===== src/rtl/drrl_pkg.sv =====
// drrl_pkg: shared types, constants and helpers for the ring record logger.
// Depends on nothing; every other file of the block but drrl_checks imports it.
`default_nettype none

package drrl_pkg;

  // Default store depth and record geometry
  localparam int SLOTS_DEF    = 64;
  localparam int RECORD_BYTES = 5;
  localparam int NUM_CFG      = 8;

  // Operation codes
  localparam logic OP_LOG  = 1'b0;
  localparam logic OP_READ = 1'b1;

  // Byte select codes within a record
  localparam logic [2:0] BSEL_HOUR   = 3'd0;
  localparam logic [2:0] BSEL_MINUTE = 3'd1;
  localparam logic [2:0] BSEL_SECOND = 3'd2;
  localparam logic [2:0] BSEL_TEMP   = 3'd3;
  localparam logic [2:0] BSEL_LUM    = 3'd4;

  // Configuration register indexes
  typedef enum logic [2:0] {
    CFG_MAX_RECORDS     = 3'd0,
    CFG_MONITOR_PERIOD  = 3'd1,
    CFG_ALARM_DURATION  = 3'd2,
    CFG_TEMP_THRESHOLD  = 3'd3,
    CFG_LIGHT_THRESHOLD = 3'd4,
    CFG_ALARM_ENABLE    = 3'd5,
    CFG_CLOCK_HOURS     = 3'd6,
    CFG_CLOCK_MINUTES   = 3'd7
  } cfg_idx_t;

  localparam logic [6:0] MAX_RECORDS_RST = 7'd64;

  // One stored sample
  typedef struct packed {
    logic [7:0] hour;
    logic [7:0] minute;
    logic [7:0] second;
    logic [7:0] temperature;
    logic [7:0] luminosity;
  } rec_t;

  // Configuration bank contents
  typedef struct packed {
    logic [6:0] max_records;
    logic [7:0] monitor_period;
    logic [7:0] alarm_duration;
    logic [7:0] temp_threshold;
    logic [7:0] light_threshold;
    logic [7:0] alarm_enable;
    logic [7:0] clock_hours;
    logic [7:0] clock_minutes;
  } cfg_t;

  // Status part of one result beat (read byte is added later)
  typedef struct packed {
    logic       stored;
    logic [5:0] write_index;
    logic       lapped;
    logic [6:0] unread_count;
    logic       transfer_due;
    logic [7:0] check_byte;
  } res_t;

  // Pick one byte out of a record; unused selector codes give zero
  function automatic logic [7:0] sel_byte(input rec_t r, input logic [2:0] sel);
    logic [7:0] b;
    case (sel)
      BSEL_HOUR:   b = r.hour;
      BSEL_MINUTE: b = r.minute;
      BSEL_SECOND: b = r.second;
      BSEL_TEMP:   b = r.temperature;
      BSEL_LUM:    b = r.luminosity;
      default:     b = 8'd0;
    endcase
    return b;
  endfunction

endpackage

`default_nettype wire


===== src/rtl/drrl_regs.sv =====
// drrl_regs: configuration register bank and the running sum of its contents.
// Depends on drrl_pkg.
`default_nettype none

module drrl_regs
  import drrl_pkg::*;
(
  input  wire logic       clk,
  input  wire logic       rst_n,
  input  wire logic       cfg_we,
  input  wire logic [2:0] cfg_index,
  input  wire logic [7:0] cfg_wdata,
  output cfg_t            cfg,
  output logic [7:0]      cfg_sum
);

  cfg_t cfg_r;

  // Register writes, one per beat
  always_ff @(posedge clk) begin
    if (!rst_n) begin
      cfg_r <= '{max_records: MAX_RECORDS_RST, default: '0};
    end else if (cfg_we) begin
      case (cfg_idx_t'(cfg_index))
        CFG_MAX_RECORDS:     cfg_r.max_records     <= cfg_wdata[6:0];
        CFG_MONITOR_PERIOD:  cfg_r.monitor_period  <= cfg_wdata;
        CFG_ALARM_DURATION:  cfg_r.alarm_duration  <= cfg_wdata;
        CFG_TEMP_THRESHOLD:  cfg_r.temp_threshold  <= cfg_wdata;
        CFG_LIGHT_THRESHOLD: cfg_r.light_threshold <= cfg_wdata;
        CFG_ALARM_ENABLE:    cfg_r.alarm_enable    <= cfg_wdata;
        CFG_CLOCK_HOURS:     cfg_r.clock_hours     <= cfg_wdata;
        CFG_CLOCK_MINUTES:   cfg_r.clock_minutes   <= cfg_wdata;
        default: ;
      endcase
    end
  end

  assign cfg = cfg_r;

  // Modulo-256 sum of the settings (raw max_records)
  assign cfg_sum = 8'({1'b0, cfg_r.max_records}) + cfg_r.monitor_period
                 + cfg_r.alarm_duration + cfg_r.temp_threshold
                 + cfg_r.light_threshold + cfg_r.alarm_enable
                 + cfg_r.clock_hours + cfg_r.clock_minutes;

endmodule

`default_nettype wire


===== src/rtl/drrl_store.sv =====
// drrl_store: record memory, one write port and one registered read port.
// Depends on drrl_pkg for the record type.
`default_nettype none

module drrl_store
  import drrl_pkg::*;
#(
  parameter int SLOTS = SLOTS_DEF
)(
  input  wire logic                     clk,
  input  wire logic                     wr_en,
  input  wire logic [$clog2(SLOTS)-1:0] wr_addr,
  input  rec_t                          wr_data,
  input  wire logic                     rd_en,
  input  wire logic [$clog2(SLOTS)-1:0] rd_addr,
  output rec_t                          rd_data
);

  rec_t mem [SLOTS];
  rec_t rd_data_r;

  // Write port
  always_ff @(posedge clk) begin
    if (wr_en) begin
      mem[wr_addr] <= wr_data;
    end
  end

  // Registered read port; holds when not enabled
  always_ff @(posedge clk) begin
    if (rd_en) begin
      rd_data_r <= mem[rd_addr];
    end
  end

  assign rd_data = rd_data_r;

endmodule

`default_nettype wire


===== src/rtl/drrl_engine.sv =====
// drrl_engine: write index, lapped flag, duplicate test and result status.
// Depends on drrl_pkg; drives the write port of drrl_store.
`default_nettype none

module drrl_engine
  import drrl_pkg::*;
#(
  parameter int SLOTS = SLOTS_DEF
)(
  input  wire logic                     clk,
  input  wire logic                     rst_n,
  input  wire logic                     go,
  input  wire logic                     op,
  input  rec_t                          sample,
  input  wire logic [5:0]               read_index,
  input  wire logic [6:0]               max_records,
  input  wire logic [7:0]               cfg_sum,
  output res_t                          res,
  output logic                          wr_en,
  output logic [$clog2(SLOTS)-1:0]      wr_addr
);

  localparam int AW = $clog2(SLOTS);
  localparam int NW = $clog2(SLOTS + 1);
  localparam int CW = (NW > 7) ? NW : 7;
  localparam int UW = CW + 1;

  logic [NW-1:0] next_slot_r, next_slot_nxt;
  logic          wrapped_r, wrapped_nxt;
  logic [7:0]    last_temp_r, last_lum_r;

  logic [NW-1:0] eff_n;
  logic          dup, store, wrap;
  logic [NW-1:0] slot_w;
  logic [UW-1:0] ns_u, rd_u, n_u, sum_u, unread;

  // Clamp max_records to 1..SLOTS
  always_comb begin
    if (max_records == 7'd0) begin
      eff_n = NW'(1);
    end else if (CW'(max_records) > CW'(SLOTS)) begin
      eff_n = NW'(SLOTS);
    end else begin
      eff_n = NW'(max_records);
    end
  end

  // Duplicate test against the last stored record (always at next_slot - 1)
  assign dup   = (next_slot_r != '0) && (sample.temperature == last_temp_r)
              && (sample.luminosity == last_lum_r);
  assign store = (op == OP_LOG) && !dup;
  assign wrap  = (next_slot_r >= eff_n);
  assign slot_w = wrap ? '0 : next_slot_r;

  assign next_slot_nxt = store ? NW'(slot_w + 1'b1) : next_slot_r;
  assign wrapped_nxt   = wrapped_r | (store & wrap);

  // Unread count, wrapped modulo the effective record count, zero past that
  assign ns_u  = UW'(next_slot_nxt);
  assign rd_u  = UW'(read_index);
  assign n_u   = UW'(eff_n);
  assign sum_u = ns_u + n_u;

  always_comb begin
    if (ns_u >= rd_u) begin
      unread = ns_u - rd_u;
    end else if (sum_u >= rd_u) begin
      unread = sum_u - rd_u;
    end else begin
      unread = '0;
    end
  end

  // Result status for this beat
  assign res.stored       = store;
  assign res.write_index  = 6'(next_slot_nxt);
  assign res.lapped       = wrapped_nxt;
  assign res.unread_count = 7'(unread);
  assign res.transfer_due = (unread > (n_u >> 1));
  assign res.check_byte   = cfg_sum + 8'(next_slot_nxt);

  // Memory write
  assign wr_en   = go & store;
  assign wr_addr = AW'(slot_w);

  // Index and lapped flag
  always_ff @(posedge clk) begin
    if (!rst_n) begin
      next_slot_r <= '0;
      wrapped_r   <= 1'b0;
    end else if (go) begin
      next_slot_r <= next_slot_nxt;
      wrapped_r   <= wrapped_nxt;
    end
  end

  // Copy of the last stored record's compared bytes
  always_ff @(posedge clk) begin
    if (go && store) begin
      last_temp_r <= sample.temperature;
      last_lum_r  <= sample.luminosity;
    end
  end

endmodule

`default_nettype wire


===== src/rtl/dedup_ring_record_logger.sv =====
// Ring record logger: an input beat passes the input register, then the result
// register, to become a result beat; throughput one beat per cycle while the
// output does not stall. Reset (synchronous, active low) clears the write
// index, the lapped flag, both pipeline stages and restores the register
// defaults; the record memory is not cleared.
// Depends on drrl_pkg, drrl_regs, drrl_store and drrl_engine.
`default_nettype none

module dedup_ring_record_logger
  import drrl_pkg::*;
#(
  parameter int SLOTS = SLOTS_DEF
)(
  input  wire logic       clk,
  input  wire logic       rst_n,
  // configuration write port
  input  wire logic       cfg_we,
  input  wire logic [2:0] cfg_index,
  input  wire logic [7:0] cfg_wdata,
  // input channel
  input  wire logic       in_valid,
  output logic            in_stall,
  input  wire logic       in_operation,
  input  wire logic [7:0] in_hour,
  input  wire logic [7:0] in_minute,
  input  wire logic [7:0] in_second,
  input  wire logic [7:0] in_temperature,
  input  wire logic [7:0] in_luminosity,
  input  wire logic [5:0] in_read_index,
  input  wire logic [5:0] in_record_index,
  input  wire logic [2:0] in_byte_select,
  // result channel
  output logic            out_valid,
  input  wire logic       out_stall,
  output logic            out_stored,
  output logic [5:0]      out_write_index,
  output logic            out_lapped,
  output logic [6:0]      out_unread_count,
  output logic            out_transfer_due,
  output logic [7:0]      out_check_byte,
  output logic [7:0]      out_read_byte
);

  localparam int AW = $clog2(SLOTS);
  localparam int NW = $clog2(SLOTS + 1);
  localparam int CW = (NW > 7) ? NW : 7;

  cfg_t       cfg;
  logic [7:0] cfg_sum;

  // Input stage
  logic       s1_valid_r, s1_valid_nxt;
  logic       s1_op_r;
  rec_t       s1_rec_r;
  logic [5:0] s1_read_index_r, s1_record_index_r;
  logic [2:0] s1_sel_r;

  // Result stage
  logic       s2_valid_r, s2_valid_nxt;
  res_t       s2_res_r;
  logic       s2_rd_ok_r;
  logic [2:0] s2_sel_r;

  logic       in_acc, s1_adv, s2_take, s1_rd_ok;
  res_t       res;
  logic       wr_en;
  logic [AW-1:0] wr_addr;
  rec_t       rd_data;

  drrl_regs u_regs (
    .clk       (clk),
    .rst_n     (rst_n),
    .cfg_we    (cfg_we),
    .cfg_index (cfg_index),
    .cfg_wdata (cfg_wdata),
    .cfg       (cfg),
    .cfg_sum   (cfg_sum)
  );

  // Handshake and stage advance
  assign s2_take  = s2_valid_r & !out_stall;
  assign s1_adv   = s1_valid_r & (!s2_valid_r | s2_take);
  assign in_stall = s1_valid_r & !s1_adv;
  assign in_acc   = in_valid & !in_stall;

  assign s1_valid_nxt = in_acc | (s1_valid_r & !s1_adv);
  assign s2_valid_nxt = s1_adv | (s2_valid_r & !s2_take);

  always_ff @(posedge clk) begin
    if (!rst_n) begin
      s1_valid_r <= 1'b0;
      s2_valid_r <= 1'b0;
    end else begin
      s1_valid_r <= s1_valid_nxt;
      s2_valid_r <= s2_valid_nxt;
    end
  end

  // Input register
  always_ff @(posedge clk) begin
    if (in_acc) begin
      s1_op_r           <= in_operation;
      s1_rec_r          <= '{hour: in_hour, minute: in_minute, second: in_second,
                             temperature: in_temperature, luminosity: in_luminosity};
      s1_read_index_r   <= in_read_index;
      s1_record_index_r <= in_record_index;
      s1_sel_r          <= in_byte_select;
    end
  end

  drrl_engine #(.SLOTS(SLOTS)) u_engine (
    .clk         (clk),
    .rst_n       (rst_n),
    .go          (s1_adv),
    .op          (s1_op_r),
    .sample      (s1_rec_r),
    .read_index  (s1_read_index_r),
    .max_records (cfg.max_records),
    .cfg_sum     (cfg_sum),
    .res         (res),
    .wr_en       (wr_en),
    .wr_addr     (wr_addr)
  );

  // Read beat is served only for a slot and selector in range
  assign s1_rd_ok = (s1_op_r == OP_READ)
                 && (CW'(s1_record_index_r) < CW'(SLOTS))
                 && (32'(s1_sel_r) < RECORD_BYTES);

  drrl_store #(.SLOTS(SLOTS)) u_store (
    .clk     (clk),
    .wr_en   (wr_en),
    .wr_addr (wr_addr),
    .wr_data (s1_rec_r),
    .rd_en   (s1_adv & s1_rd_ok),
    .rd_addr (AW'(s1_record_index_r)),
    .rd_data (rd_data)
  );

  // Result register
  always_ff @(posedge clk) begin
    if (s1_adv) begin
      s2_res_r   <= res;
      s2_rd_ok_r <= s1_rd_ok;
      s2_sel_r   <= s1_sel_r;
    end
  end

  assign out_valid        = s2_valid_r;
  assign out_stored       = s2_res_r.stored;
  assign out_write_index  = s2_res_r.write_index;
  assign out_lapped       = s2_res_r.lapped;
  assign out_unread_count = s2_res_r.unread_count;
  assign out_transfer_due = s2_res_r.transfer_due;
  assign out_check_byte   = s2_res_r.check_byte;
  assign out_read_byte    = s2_rd_ok_r ? sel_byte(rd_data, s2_sel_r) : 8'd0;

endmodule

`default_nettype wire


===== config.mk =====
export PLATFORM = sky130hd
export DESIGN_NAME = dedup_ring_record_logger
export DESIGN_NICKNAME = d
export VERILOG_FILES = /design/src/rtl/drrl_pkg.sv /design/src/rtl/drrl_regs.sv /design/src/rtl/drrl_store.sv /design/src/rtl/drrl_engine.sv /design/src/rtl/dedup_ring_record_logger.sv
export SDC_FILE = /design/constraint.sdc
export NUM_CORES = 2
export LEC_CHECK = 0
export BUFFER_PORTS_ARGS = -buffer_cell sky130_fd_sc_hd__buf_2
export CAP_MARGIN = 25
export CORE_UTILIZATION = 40
export CTS_BUF_LIST = sky130_fd_sc_hd__clkbuf_4 sky130_fd_sc_hd__clkbuf_8
export CTS_CLUSTER_DIAMETER = 40
export DETAILED_ROUTE_END_ITERATION = 10
export PLACE_DENSITY_LB_ADDON = 0.25
export REMOVE_ABC_BUFFERS = 1
export SETUP_SLACK_MARGIN = 0.02
export SKIP_LAST_GASP = 1
export SLEW_MARGIN = 20
export SYNTH_ARGS = -nofsm -noshare
export SYNTH_HDL_FRONTEND = slang
export SYNTH_SLANG_ARGS = --single-unit

===== constraint.sdc =====
create_clock -name clk -period 14.8 [get_ports clk]
set_input_delay 2.96 -clock clk [delete_from_list [all_inputs] [get_ports clk]]
set_output_delay 2.96 -clock clk [all_outputs]
set_load 0.005 [all_outputs]

==> impl_results.md <==
* Outcome: finished, final reports clean
* Area Growth Syn to Fin at 13.8%
* CP max-delay cell: a221oi_1
* Highest Clock Rate at 0.141 GHz
* Sink Count at 2773
* DPL Wire Length at 151000 microns
* Largest net degree at the start of global routing at 115
* NetSw at 3.52 mW
* Fraction of registers with async set/reset at 0%
* Die Ht at 520 microns
* Top delay family on crit path: compound AO/OA/AOI/OAI gates
* Seq cells post-synth at 2773
* RSZ-0062 raised after global routing: no
* Die span in x at 520 microns
* Gr usage total at 19.6%
* Die area at 271000 sq um
* Crit. End Element: flip-flop
* Routed WL at 266000 microns
* Layout Cells excl Fill at 9021
* CTS Buf Count at 456
* CTS root buf: clkbuf_8
* Hold WS at 458 ps
* Sequential Power Share at 53.6%
* Synth Warn # at 0
* Sequential area share after synthesis at 76.8%
* Register area at 82500 sq um
* Final nets at 5280
* VDD IR max at 0.108 mV
* Starting density of the core at 40.4%
* CTS tree: yes
* Netlist cell types at 57
* Share of cells above drive strength 1 at 34.7%
* Internal at 12.6 mW
* Gate power share at 5.2%
* First-pass GRT wire length at 380000 microns
* R2R depth at 30
* Mapped Cells at 4619
* Setup Crit Path Kind: flip-flop to flip-flop
* Max_cap viols at 0
* Net Sw Frac at 21.8%
* PwrDens at 132 nW/um^2
* RePlAce Congestion at 0.827
* Crit Path Max Fanout at 6
* Crit path depth at 30
* Slew Limit Fails at 0
* Starting DRT DRC Count at 5160
* CTS Hold Buffers Added at 0
* P_leak at 38.5 nW
* Final setup violating endpoints at 0
* Worst-Skew Late Latency at 1000 ps
* Vias in the first global route at 51894
* Critical path arrival at 7790 ps
* Cells on Worst Hold Path at 2
* Row count at 189
* Grt total ovfl at 0
* Via/cell ratio at 5.55
* Most common cell after layout, fill and taps aside: edfxtp_1
* Syn_area_per_cell at 23.3 sq um
* WP data required at 15520 ps
* Post-CTS Setup Bufs at 0
* Relative slew slack at 31.0%
* Fin Clk Skew at 63.7 ps
* Commonest cells after routing, fill and taps aside: 2700 x edfxtp_1, 832 x mux4_2, 473 x clkbuf_8
* Final Hold Viols at 0
* Max clock buf depth at 4
* Slew @ Worst Pin at 1040 ps
* Buf/Inv on CP at 1
* Antenna violations before repair at 24
* Clock Pin Slew Worst Setup and Hold Paths at 60 ps
* Num ports at 106
* Dpl cells at 8192
* First drt pass iteration count at 5
* # port buffers at 105
* Via count at 50087
* Min-Delay Path Class: flip-flop to flip-flop
* Core Area at 266000 sq um
* Critical Path Source Type: flip-flop
* Clock share of power at 41.2%
* H-tree depth at 5
* WL per Instance at 29.5 microns
* # DRC at 0
* Reg2Reg Setup Slack at 7730 ps
* # fillers at 22271
* Netlist Area Pre-Place at 107000 sq um
* Synth Flop Type: edfxtp_1
* Post-route minimum period at 7070 ps
* CTS resizes at 0
* Worst path max stage delay at 610 ps
* Area occupied by multi-input gates at 24100 sq um
* Count of flip-flops with a built-in enable after synthesis at 2700
* Tcrit/Tclk final at 47.8%
* Post-route ant nets at 0
worst min-delay path, stage by stage (launching register included):
cell and delay, ps:
dfxtp_1 310, nand2_1 50, a21oi_1 50
worst paths after layout:
| path | startpoint | endpoint |
|---|---|---|
| worst max-delay path | u_regs.cfg[57] | out_transfer_due |
| worst min-delay path | u_regs.cfg[54] | u_regs.cfg[54] |
| worst max register to register | u_regs.cfg[57] | out_transfer_due |
| worst min register to register | u_regs.cfg[54] | u_regs.cfg[54] |
synthesized netlist by cell type, drive strengths merged, types with 4 or more instances:
cell type	n	area, sq um
o21ai	22	110
a22oi	20	150
mux2	18	203
and4	6	52.6
dfxtp	73	1460
fa	48	961
mux4	832	18700
o22ai	11	68.8
nor3	6	35.0
ha	40	500
edfxtp	2700	81100
xor2	22	193
nor4	5	31.3
a21oi	87	447
xnor2	22	193
nand2	167	627
clkbuf	119	448
a21o	12	90.1
nand2b	9	56.3
nor2b	14	87.6
buf	104	534
nor2	93	349
nand4	4	25.0
and2	14	87.6
o21a	7	52.6
and3	4	25.0
a211oi	7	52.6
nand3	17	85.1
mux2i	14	140
o21bai	4	30.0
inv	94	353
routing by layer:
metal  up-vias  part of all wire (%)  track usage, %
li1      20609                     -               -
met5         -                 0.013               0
met2      1858                    48            31.0
met4         6                   2.1            5.03
met1     27248                    43            28.3
met3       366                   6.8            3.24
power by group through the flow:
| stage | clock, mW | combinational, mW | sequential [mW] |
|---|---|---|---|
| final | 6.65 | 0.841 | 8.67 |
| after global routing | 7.12 | 0.894 | 8.67 |
| after CTS | 6.80 | 0.856 | 8.67 |
| after detailed placement | 0 | 0.853 | 8.83 |
| after global placement | 0 | 0.844 | 8.83 |
| after floorplan | 0 | 0.749 | 8.97 |
registers in the layout, indices dropped and copies added (netlist names), 3 cells and up:
name	count
u_store.mem	2560
u_regs.cfg	63
s1_rec_r	40
u_store.rd_data	40
out_check_byte	8
u_engine.last_lum_r	8
u_engine.last_temp_r	8
out_unread_count	7
u_engine.next_slot_r	7
out_write_index	6
s1_read_index_r	6
s1_record_index_r	6
s1_sel_r	3
s2_sel_r	3
through the flow:
step | utilization (%) | instance area [sq um] | setup TNS, ps | setup slack, ps | power (mW)
floorplan | - | 106000 | -462840 | -11660 | 9.72
global placement | 42.5 | 113000 | 0 | 7850 | 9.68
detailed placement | 42.5 | 113000 | 0 | 7750 | 9.68
CTS | 45.9 | 122000 | 0 | 7750 | 16.3
global route | 45.9 | 122000 | 0 | 7270 | 16.7
finish | 45.9 | 122000 | 0 | 7730 | 16.2
kinds of logic after synthesis:
family,synth area share (%)
compound gates,1.07
mux,17.8
buf+inv,1.24
fa+ha+maj,1.36
simple gates,1.41
flops,76.8
xor+xnor,0.359
layout make-up:
type | instances | share of cell area [%]
inverters | 94 | 0.288
diodes | 8 | 0.0164
clock buffers | 637 | 6.33
clock inverters | 181 | 1.05
well taps | 3533 | 3.61
multi-input cells | 1529 | 19.7
repair buffers | 266 | 1.54
flip-flops and latches | 2773 | 67.5
No activity file was read; power rests on OpenSTA's default activity.
